<file path="config.mk">
export PLATFORM = sky130hd
export DESIGN_NAME = cmwc_ctrl
export DESIGN_NICKNAME = d
export VERILOG_FILES = /design/src/hdl/cmwc_random_generator_assert.svh /design/src/hdl/cmwc_pkg.sv /design/src/hdl/cmwc_ctrl.sv
export SDC_FILE = /design/constraint.sdc
export NUM_CORES = 1
export LEC_CHECK = 0
export BUFFER_PORTS_ARGS = -buffer_cell sky130_fd_sc_hd__buf_2
export CAP_MARGIN = 30
export CORE_ASPECT_RATIO = 1.1
export CORE_MARGIN = 2
export CORE_UTILIZATION = 35
export CTS_CLUSTER_SIZE = 28
export DETAILED_ROUTE_END_ITERATION = 6
export MAX_ROUTING_LAYER = met4
export PLACE_DENSITY = 0.68
export SLEW_MARGIN = 0
export SYNTH_ARGS = -nofsm -noshare
export SYNTH_HDL_FRONTEND = slang
export SYNTH_SLANG_ARGS = --single-unit
</file>
<file path="constraint.sdc">
create_clock -name clk -period 1.6 [get_ports clk]
set_clock_uncertainty 0.2 [all_clocks]
set_input_delay 0.08 -clock clk [delete_from_list [all_inputs] [get_ports clk]]
set_output_delay 0.08 -clock clk [all_outputs]
set_load 0.05 [all_outputs]
</file>
<file path="src/hdl/cmwc_random_generator_assert.svh">
// Assertion macros for the CMWC random generator.
// Included by the top level; needs nothing else.
`ifndef CMWC_RANDOM_GENERATOR_ASSERT_SVH
`define CMWC_RANDOM_GENERATOR_ASSERT_SVH

// Check that a condition implies another in the same cycle.
`define CMWC_ASSERT_SAME(lbl, clock, reset, ante, cons) \
  lbl: assert property (@(posedge clock) disable iff (reset) (ante) |-> (cons)) \
    else $error("cmwc assertion failed (same cycle)");

// Check that a condition implies another in the next cycle.
`define CMWC_ASSERT_NEXT(lbl, clock, reset, ante, cons) \
  lbl: assert property (@(posedge clock) disable iff (reset) (ante) |=> (cons)) \
    else $error("cmwc assertion failed (next cycle)");

`endif

</file>
<file path="src/hdl/cmwc_pkg.sv">
// Shared constants, command codes and control structs of the CMWC generator.
// Used by the controller, datapath and top level; depends on nothing.
package cmwc_pkg;

  localparam int TABLE_DEPTH_DEFAULT = 4096;

  localparam logic [31:0] GOLDEN      = 32'h9e37_79b9;
  localparam logic [14:0] MULT        = 15'd18782;
  localparam logic [31:0] STORE_BASE  = 32'hffff_fffe;
  localparam logic [15:0] CARRY_RESET = 16'h87c4;

  typedef enum logic [1:0] {
    CMD_RESEED = 2'd0,
    CMD_RAW    = 2'd1,
    CMD_RANGED = 2'd2,
    CMD_NONE   = 2'd3
  } cmd_code_t;

  // Controller to datapath
  typedef struct packed {
    logic fill_start;
    logic fill_step;
    logic capture;
    logic rd_issue;
    logic mul_en;
    logic sum_en;
    logic fix_en;
    logic mod_start;
    logic out_load;
    logic out_ranged;
  } ctrl_cmd_t;

  // Datapath to controller
  typedef struct packed {
    logic fill_last;
    logic mod_done;
    logic out_free;
  } ctrl_status_t;

endpackage

</file>
<file path="src/hdl/cmwc_ctrl.sv">
// Controller state machine of the CMWC generator.
// Depends on cmwc_pkg; drives the datapath by command struct.
module cmwc_ctrl (
  input  logic                   clk,
  input  logic                   rst,
  input  logic                   in_valid,
  output logic                   in_stall,
  input  logic [1:0]             command,
  input  cmwc_pkg::ctrl_status_t st,
  output cmwc_pkg::ctrl_cmd_t    cmd
);

  typedef enum logic [7:0] {
    S_IDLE = 8'b0000_0001,
    S_FILL = 8'b0000_0010,
    S_READ = 8'b0000_0100,
    S_MUL  = 8'b0000_1000,
    S_SUM  = 8'b0001_0000,
    S_FIX  = 8'b0010_0000,
    S_MOD  = 8'b0100_0000,
    S_LOAD = 8'b1000_0000
  } state_t;

  state_t state, state_next;
  logic   ranged, ranged_next;

  assign in_stall = (state != S_IDLE);

  // Decode the state into datapath commands and the next state
  always_comb begin
    cmd         = '0;
    state_next  = state;
    ranged_next = ranged;
    cmd.out_ranged = ranged;
    unique case (state)
      S_IDLE: begin
        if (in_valid) begin
          unique case (cmwc_pkg::cmd_code_t'(command))
            cmwc_pkg::CMD_RESEED: begin
              cmd.fill_start = 1'b1;
              state_next     = S_FILL;
            end
            cmwc_pkg::CMD_RAW: begin
              cmd.capture = 1'b1;
              ranged_next = 1'b0;
              state_next  = S_READ;
            end
            cmwc_pkg::CMD_RANGED: begin
              cmd.capture = 1'b1;
              ranged_next = 1'b1;
              state_next  = S_READ;
            end
            default: begin
              state_next = S_IDLE;
            end
          endcase
        end
      end
      S_FILL: begin
        cmd.fill_step = 1'b1;
        if (st.fill_last) begin
          state_next = S_IDLE;
        end
      end
      S_READ: begin
        cmd.rd_issue = 1'b1;
        state_next   = S_MUL;
      end
      S_MUL: begin
        cmd.mul_en = 1'b1;
        state_next = S_SUM;
      end
      S_SUM: begin
        cmd.sum_en = 1'b1;
        state_next = S_FIX;
      end
      S_FIX: begin
        cmd.fix_en    = 1'b1;
        cmd.mod_start = ranged;
        state_next    = ranged ? S_MOD : S_LOAD;
      end
      S_MOD: begin
        if (st.mod_done) begin
          state_next = S_LOAD;
        end
      end
      S_LOAD: begin
        if (st.out_free) begin
          cmd.out_load = 1'b1;
          state_next   = S_IDLE;
        end
      end
      default: begin
        state_next = S_IDLE;
      end
    endcase
  end

  always_ff @(posedge clk) begin
    if (rst) begin
      state  <= S_IDLE;
      ranged <= 1'b0;
    end else begin
      state  <= state_next;
      ranged <= ranged_next;
    end
  end

endmodule

</file>
# After elaboration in Yosys (flattened, before gate mapping)
# Index checks and enable logic that the tools add are counted.
dict set report word_totals {
  output_inout_bits 11
  wordCells 43
  ff_bits 9
  input_bits 8
}
dict set report op_classes {
  n_mux 21
  reduce_logical 5
  n_eq_ne 15
}
# operator count
set op_table {}
lappend op_table {{case mux 8 bit (8 select lines)} 1}
lappend op_table {{two-way mux 8 bit} 5}
lappend op_table {{two-way mux 1 bit} 12}
lappend op_table {{equality test 8 x 1 -> 1 bit, second input constant} 1}
lappend op_table {{equality test 8 x 2 -> 1 bit, second input constant} 1}
lappend op_table {{equality test 8 x 3 -> 1 bit, second input constant} 1}
lappend op_table {{equality test 8 x 4 -> 1 bit, second input constant} 1}
lappend op_table {{equality test 8 x 5 -> 1 bit, second input constant} 1}
lappend op_table {{equality test 8 x 6 -> 1 bit, second input constant} 1}
lappend op_table {{equality test 8 x 7 -> 1 bit, second input constant} 1}
lappend op_table {{equality test 8 bit, second input constant} 1}
lappend op_table {{!= test 2 bit, second input constant} 4}
lappend op_table {{!= test 8 x 1 -> 1 bit, second input constant} 1}
lappend op_table {{case mux 3 bit (2 select lines)} 1}
lappend op_table {{AND reduction 4 bit} 1}
lappend op_table {{AND reduction 3 bit} 1}
lappend op_table {{equality test 2 x 1 -> 1 bit, second input constant} 1}
lappend op_table {{equality test 2 bit, second input constant} 1}
lappend op_table {{logical NOT 2 bit} 1}
lappend op_table {{two-way mux 2 bit} 1}
lappend op_table {{case mux 1 bit (2 select lines)} 1}
lappend op_table {{nonzero test 2 bit} 1}
lappend op_table {{OR reduction 2 bit} 1}

# Longest topological paths before layout
dict set report logic_depth {
  ltp_word 5
  ltp_mapped 6
  depth_no_buf 6
}

# Worst setup path before layout
# OpenSTA, ideal clock, no wires.
dict set report synth_path {
  path_kind {register to register}
  from {register state[6]}
  to {register state[4]}
  n_path_buf 1
  period_less_slack_ps 2508
  path_stages_with_launch 6
  setup_slack_ps -908
  required_time_ps 1334
  setup_time_ps 66
  arrival_ps 2242
  path_cell_list {dfxtp_1 -> buf_2 -> nor2_1 -> nand3_1 -> nor3b_1 -> and3_1}
}
dict set report synth_via {
  elab_chain_len 3
  elab_cells_between_ends 14
  classes_between {eq/ne: 12; mux: 1; reduce/logical: 1}
}
# item line
set synth_rtl {}
lappend synth_rtl {{start, declared} cmwc_ctrl.sv:24} ;# state_t state, state_next;
lappend synth_rtl {{start signal, assigned} cmwc_ctrl.sv:104} ;# state <= state_next;
lappend synth_rtl {{equality test 8 x 2 -> 1 bit, or another cell as far along} cmwc_ctrl.sv:35} ;# unique case (state)
lappend synth_rtl {{!= test 2 bit (no line)} n/a}
lappend synth_rtl {{AND reduction 4 bit (no line)} n/a}
# Several ways; a longest one is shown, not always the timed one.
# A chain may end at the register's enable or synchronous reset.

==> impl_metrics.py <==
metrics = {
    "run_status": {
        "status": "finished with violations",
        "violations": "negative setup slack",
    },
    "yosys": {
        "synth_compound_area_share_pct": 9.793,
        "synthMuxAreaShare_pct": 1.507,
        "seq_area_frac_synth_pct": 27.12,
        "synthCells": 77,
        "synth_top_area_share_pct": 27.12,
        "synthAdderAreaFrac_pct": 5.650,
        "synth_area_per_cell_um2": 8.628,
        "yosys_register_bits": 9,
        "synthTopCellsByArea": "dfxtp_1, nor4b_1, and3_1",
        "synth_top_family_by_area": "simple AND/OR/NAND/NOR gates",
        "synth_nets": 88,
        "synth_ff_type": "dfxtp_1",
        "async_reset_ff_share_pct": 0,
        "synth_edf_count": 0,
        "yosys.area_share.simple_pct": 46.70,
        "syn-cell-area_um2": 664.4,
        "synth-xor-area-share_pct": 1.318,
        "synth.largest_area_cell": "dfxtp_1",
        "synth_warnings": 0,
        "synth_cell_types": 36,
    },
    "clocking": {
        "cts_tree": "yes",
        "numCtsBuffers": 3,
        "clk_latency_ps": 250,
        "clock_path_buffers": 2,
        "cts-root-buf": "clkbuf_4",
        "cts_sinks": 9,
        "htree_levels": 1,
        "clk_pin_slew_ps": 60,
    },
    "sta": {
        "hold_viol_final": 0,
        "tightestPinTransition_ps": 408.5,
        "tns_ps": -3303,
        "max_freq_ghz": 0.5272,
        "fin_ws_ps": -296.8,
        "period_share_pct": 118.6,
        "slew_headroom_pct": 72.06,
        "min_period_ps": 1897,
        "maxSlewViolCount": 0,
        "setup_viol": 19,
        "rsz0062_at_grt": "true",
    },
    "global_route": {
        "grt-ovfl-total": 0,
        "grt_pass1_wl_um": 3512,
        "grt_start_max_net_pins": 11,
        "grtUsageTotal_pct": 21.87,
        "antenna_found_initial": 0,
        "grt_pass1_vias": 769,
    },
    "detailed_routing": {
        "vias": 768,
        "routed_wl_um": 2302,
        "drt_iter0_markers": 12,
        "wl_per_cell_um": 15.99,
        "drt-pass1-iter-count": 4,
        "vias_per_cell": 5.333,
        "ant_nets": 0,
        "drcViolationCount": 0,
    },
    "floorplan": {
        "initial_utilization_pct": 37.29,
        "rows": 16,
        "core_region_area_mm2": 0.001782,
        "dieHeight_um": 49.70,
        "io-pin-count": 19,
        "die_w_um": 45.54,
        "die_area_mm2": 0.002263,
    },
    "critical_path": {
        "critPathMaxStageDelay_ps": 590,
        "r2r_slack_ps": -250,
        "worstReg2RegEnd": "ranged$_SDFFE_PP0P_",
        "start_kind": "flop",
        "crit_start": "state[4]$_SDFFE_PP0P_",
        "crit_slowest_cell": "or4_4",
        "endpoint": "cmd[9]",
        "path_cells": "or4_4 -> nor2_4 -> and3_4 -> buf_8",
        "crit_arrival_ps": 1620,
        "crit_path_max_fanout": 3,
        "worstReg2RegStart": "state[4]$_SDFFE_PP0P_",
        "crit_required_ps": 1320,
        "ff2ff_path_depth": 5,
        "crit_type": "flop to output port",
        "endpoint_kind": "output port",
    },
    "pwr": {
        "power.density_mw_per_mm2": 957.6,
        "leakagePower_nw": 0.5878,
        "ir_worst_vdd_mv": 0.9255,
        "p_total_mw": 1.280,
    },
    "placed_design": {
        "globalplace.congestion": 0.9159,
        "place_hpwl_um": 1408,
        "portBuffers": 18,
        "dp_slack_ps": -202.0,
    },
    "finish": {
        "regArea_um2": 188.9,
        "num_antenna_cells": 0,
        "multiInputGateArea_um2": 626.9,
        "layout_commonest_cell": "buf_4",
        "drive_gt1_share_pct": 67.46,
        "final_cell_mix": "buf_4, buf_6, buf_2",
        "nNetsFinal": 138,
        "syn2layout_area_growth_pct": 101.1,
        "fill_cells": 129,
    },
    "hold_path": {
        "min_path_cells": 4,
        "hold_path_class": "input port to flop",
    },
    "job": {
        "maxCapViolCount": 0,
    },
}
how the worst min path moves through the flow:
stage,startpoint,end,slack (ps)
after floorplan,rst,state[7]$_SDFFE_PP0P_,-50
after CTS,command[1],ranged$_SDFFE_PP0P_,60
after global placement,rst,state[7]$_SDFFE_PP0P_,150
final,command[1],ranged$_SDFFE_PP0P_,80
after detailed placement,rst,ranged$_SDFFE_PP0P_,160
after global routing,command[1],ranged$_SDFFE_PP0P_,110
flip-flops by register name (all words and copies together), names as in the netlist:
name	flops
state	8
ranged	1
cells in the mapped netlist (2+ instances only):
master	count
nand3_1	2
nor3_1	4
inv_1	4
and3_1	6
nand2_1	2
nor3b_1	2
nor2b_1	2
dfxtp_1	9
and4b_1	2
nor4_1	3
buf_2	3
nor2_1	6
nor4b_1	5
nand4b_1	2
ha_1	3
nand2b_1	2
worst max-delay path: cells and delay by family, from the launching register on:
kind	cells	cell delay (ps)
AND/OR/NAND/NOR	3	880
flip-flops	1	350
buffers and inverters	1	140
layout make-up:
| cell class | count | area share [%] |
|---|---|---|
| well taps | 18 | 1.685 |
| flip-flops and latches | 9 | 14.14 |
| multi-input cells | 58 | 46.91 |
| inverters | 5 | 1.592 |
| clock buffers | 4 | 1.966 |
| repair buffers | 50 | 33.71 |
power breakdown:
part           switching, mW  internal, mW  leakage [nW]  total (mW)
registers             0.0258         0.249        0.0759       0.275
logic                  0.441         0.395         0.497       0.837
clock network         0.0723        0.0957        0.0150       0.168
total                  0.539         0.740         0.588        1.28
cell families (layout without fill, tap and decap cells):
group,count (synthesis),in the layout
AOI/OAI and AO/OA,8,8
xor gates and xnor gates,1,1
muxes,1,1
adders and majority gates,3,3
and+or+nand+nor,45,45
buffers and inverters,10,59
DFF,9,9
layer usage:
layer	share of wire, %	vias to the layer above	track usage (%)
met5	0	-	-
met1	46	363	27.35
li1	-	391	-
met2	51	12	34.04
met3	2.0	2	2.564
met4	0.52	0	10.29
what timing repair did:
item | CTS | global route
hold buffers | 3 | 0
buffers inserted | 4 | 5
gates resized for setup | 36 | 30
endpoints found under the setup margin | 19 | 19
endpoints found under the hold margin | 4 | 0
pin swaps | 7 | 10
stage by stage:
step / cells / area, um^2 / hold slack [ps] / util [%]
after floorplan: 77 / 694.4 / -47.86 / -
after global placement: 128 / 935.9 / 151.8 / 52.53
after detailed placement: 128 / 935.9 / 155.3 / 52.53
after CTS: 139 / 1154 / 59.68 / 64.75
after global routing: 144 / 1336 / 109.7 / 75.00
final: 144 / 1336 / 79.86 / 75.00
Note: power is estimated with default switching activity, not from simulation.
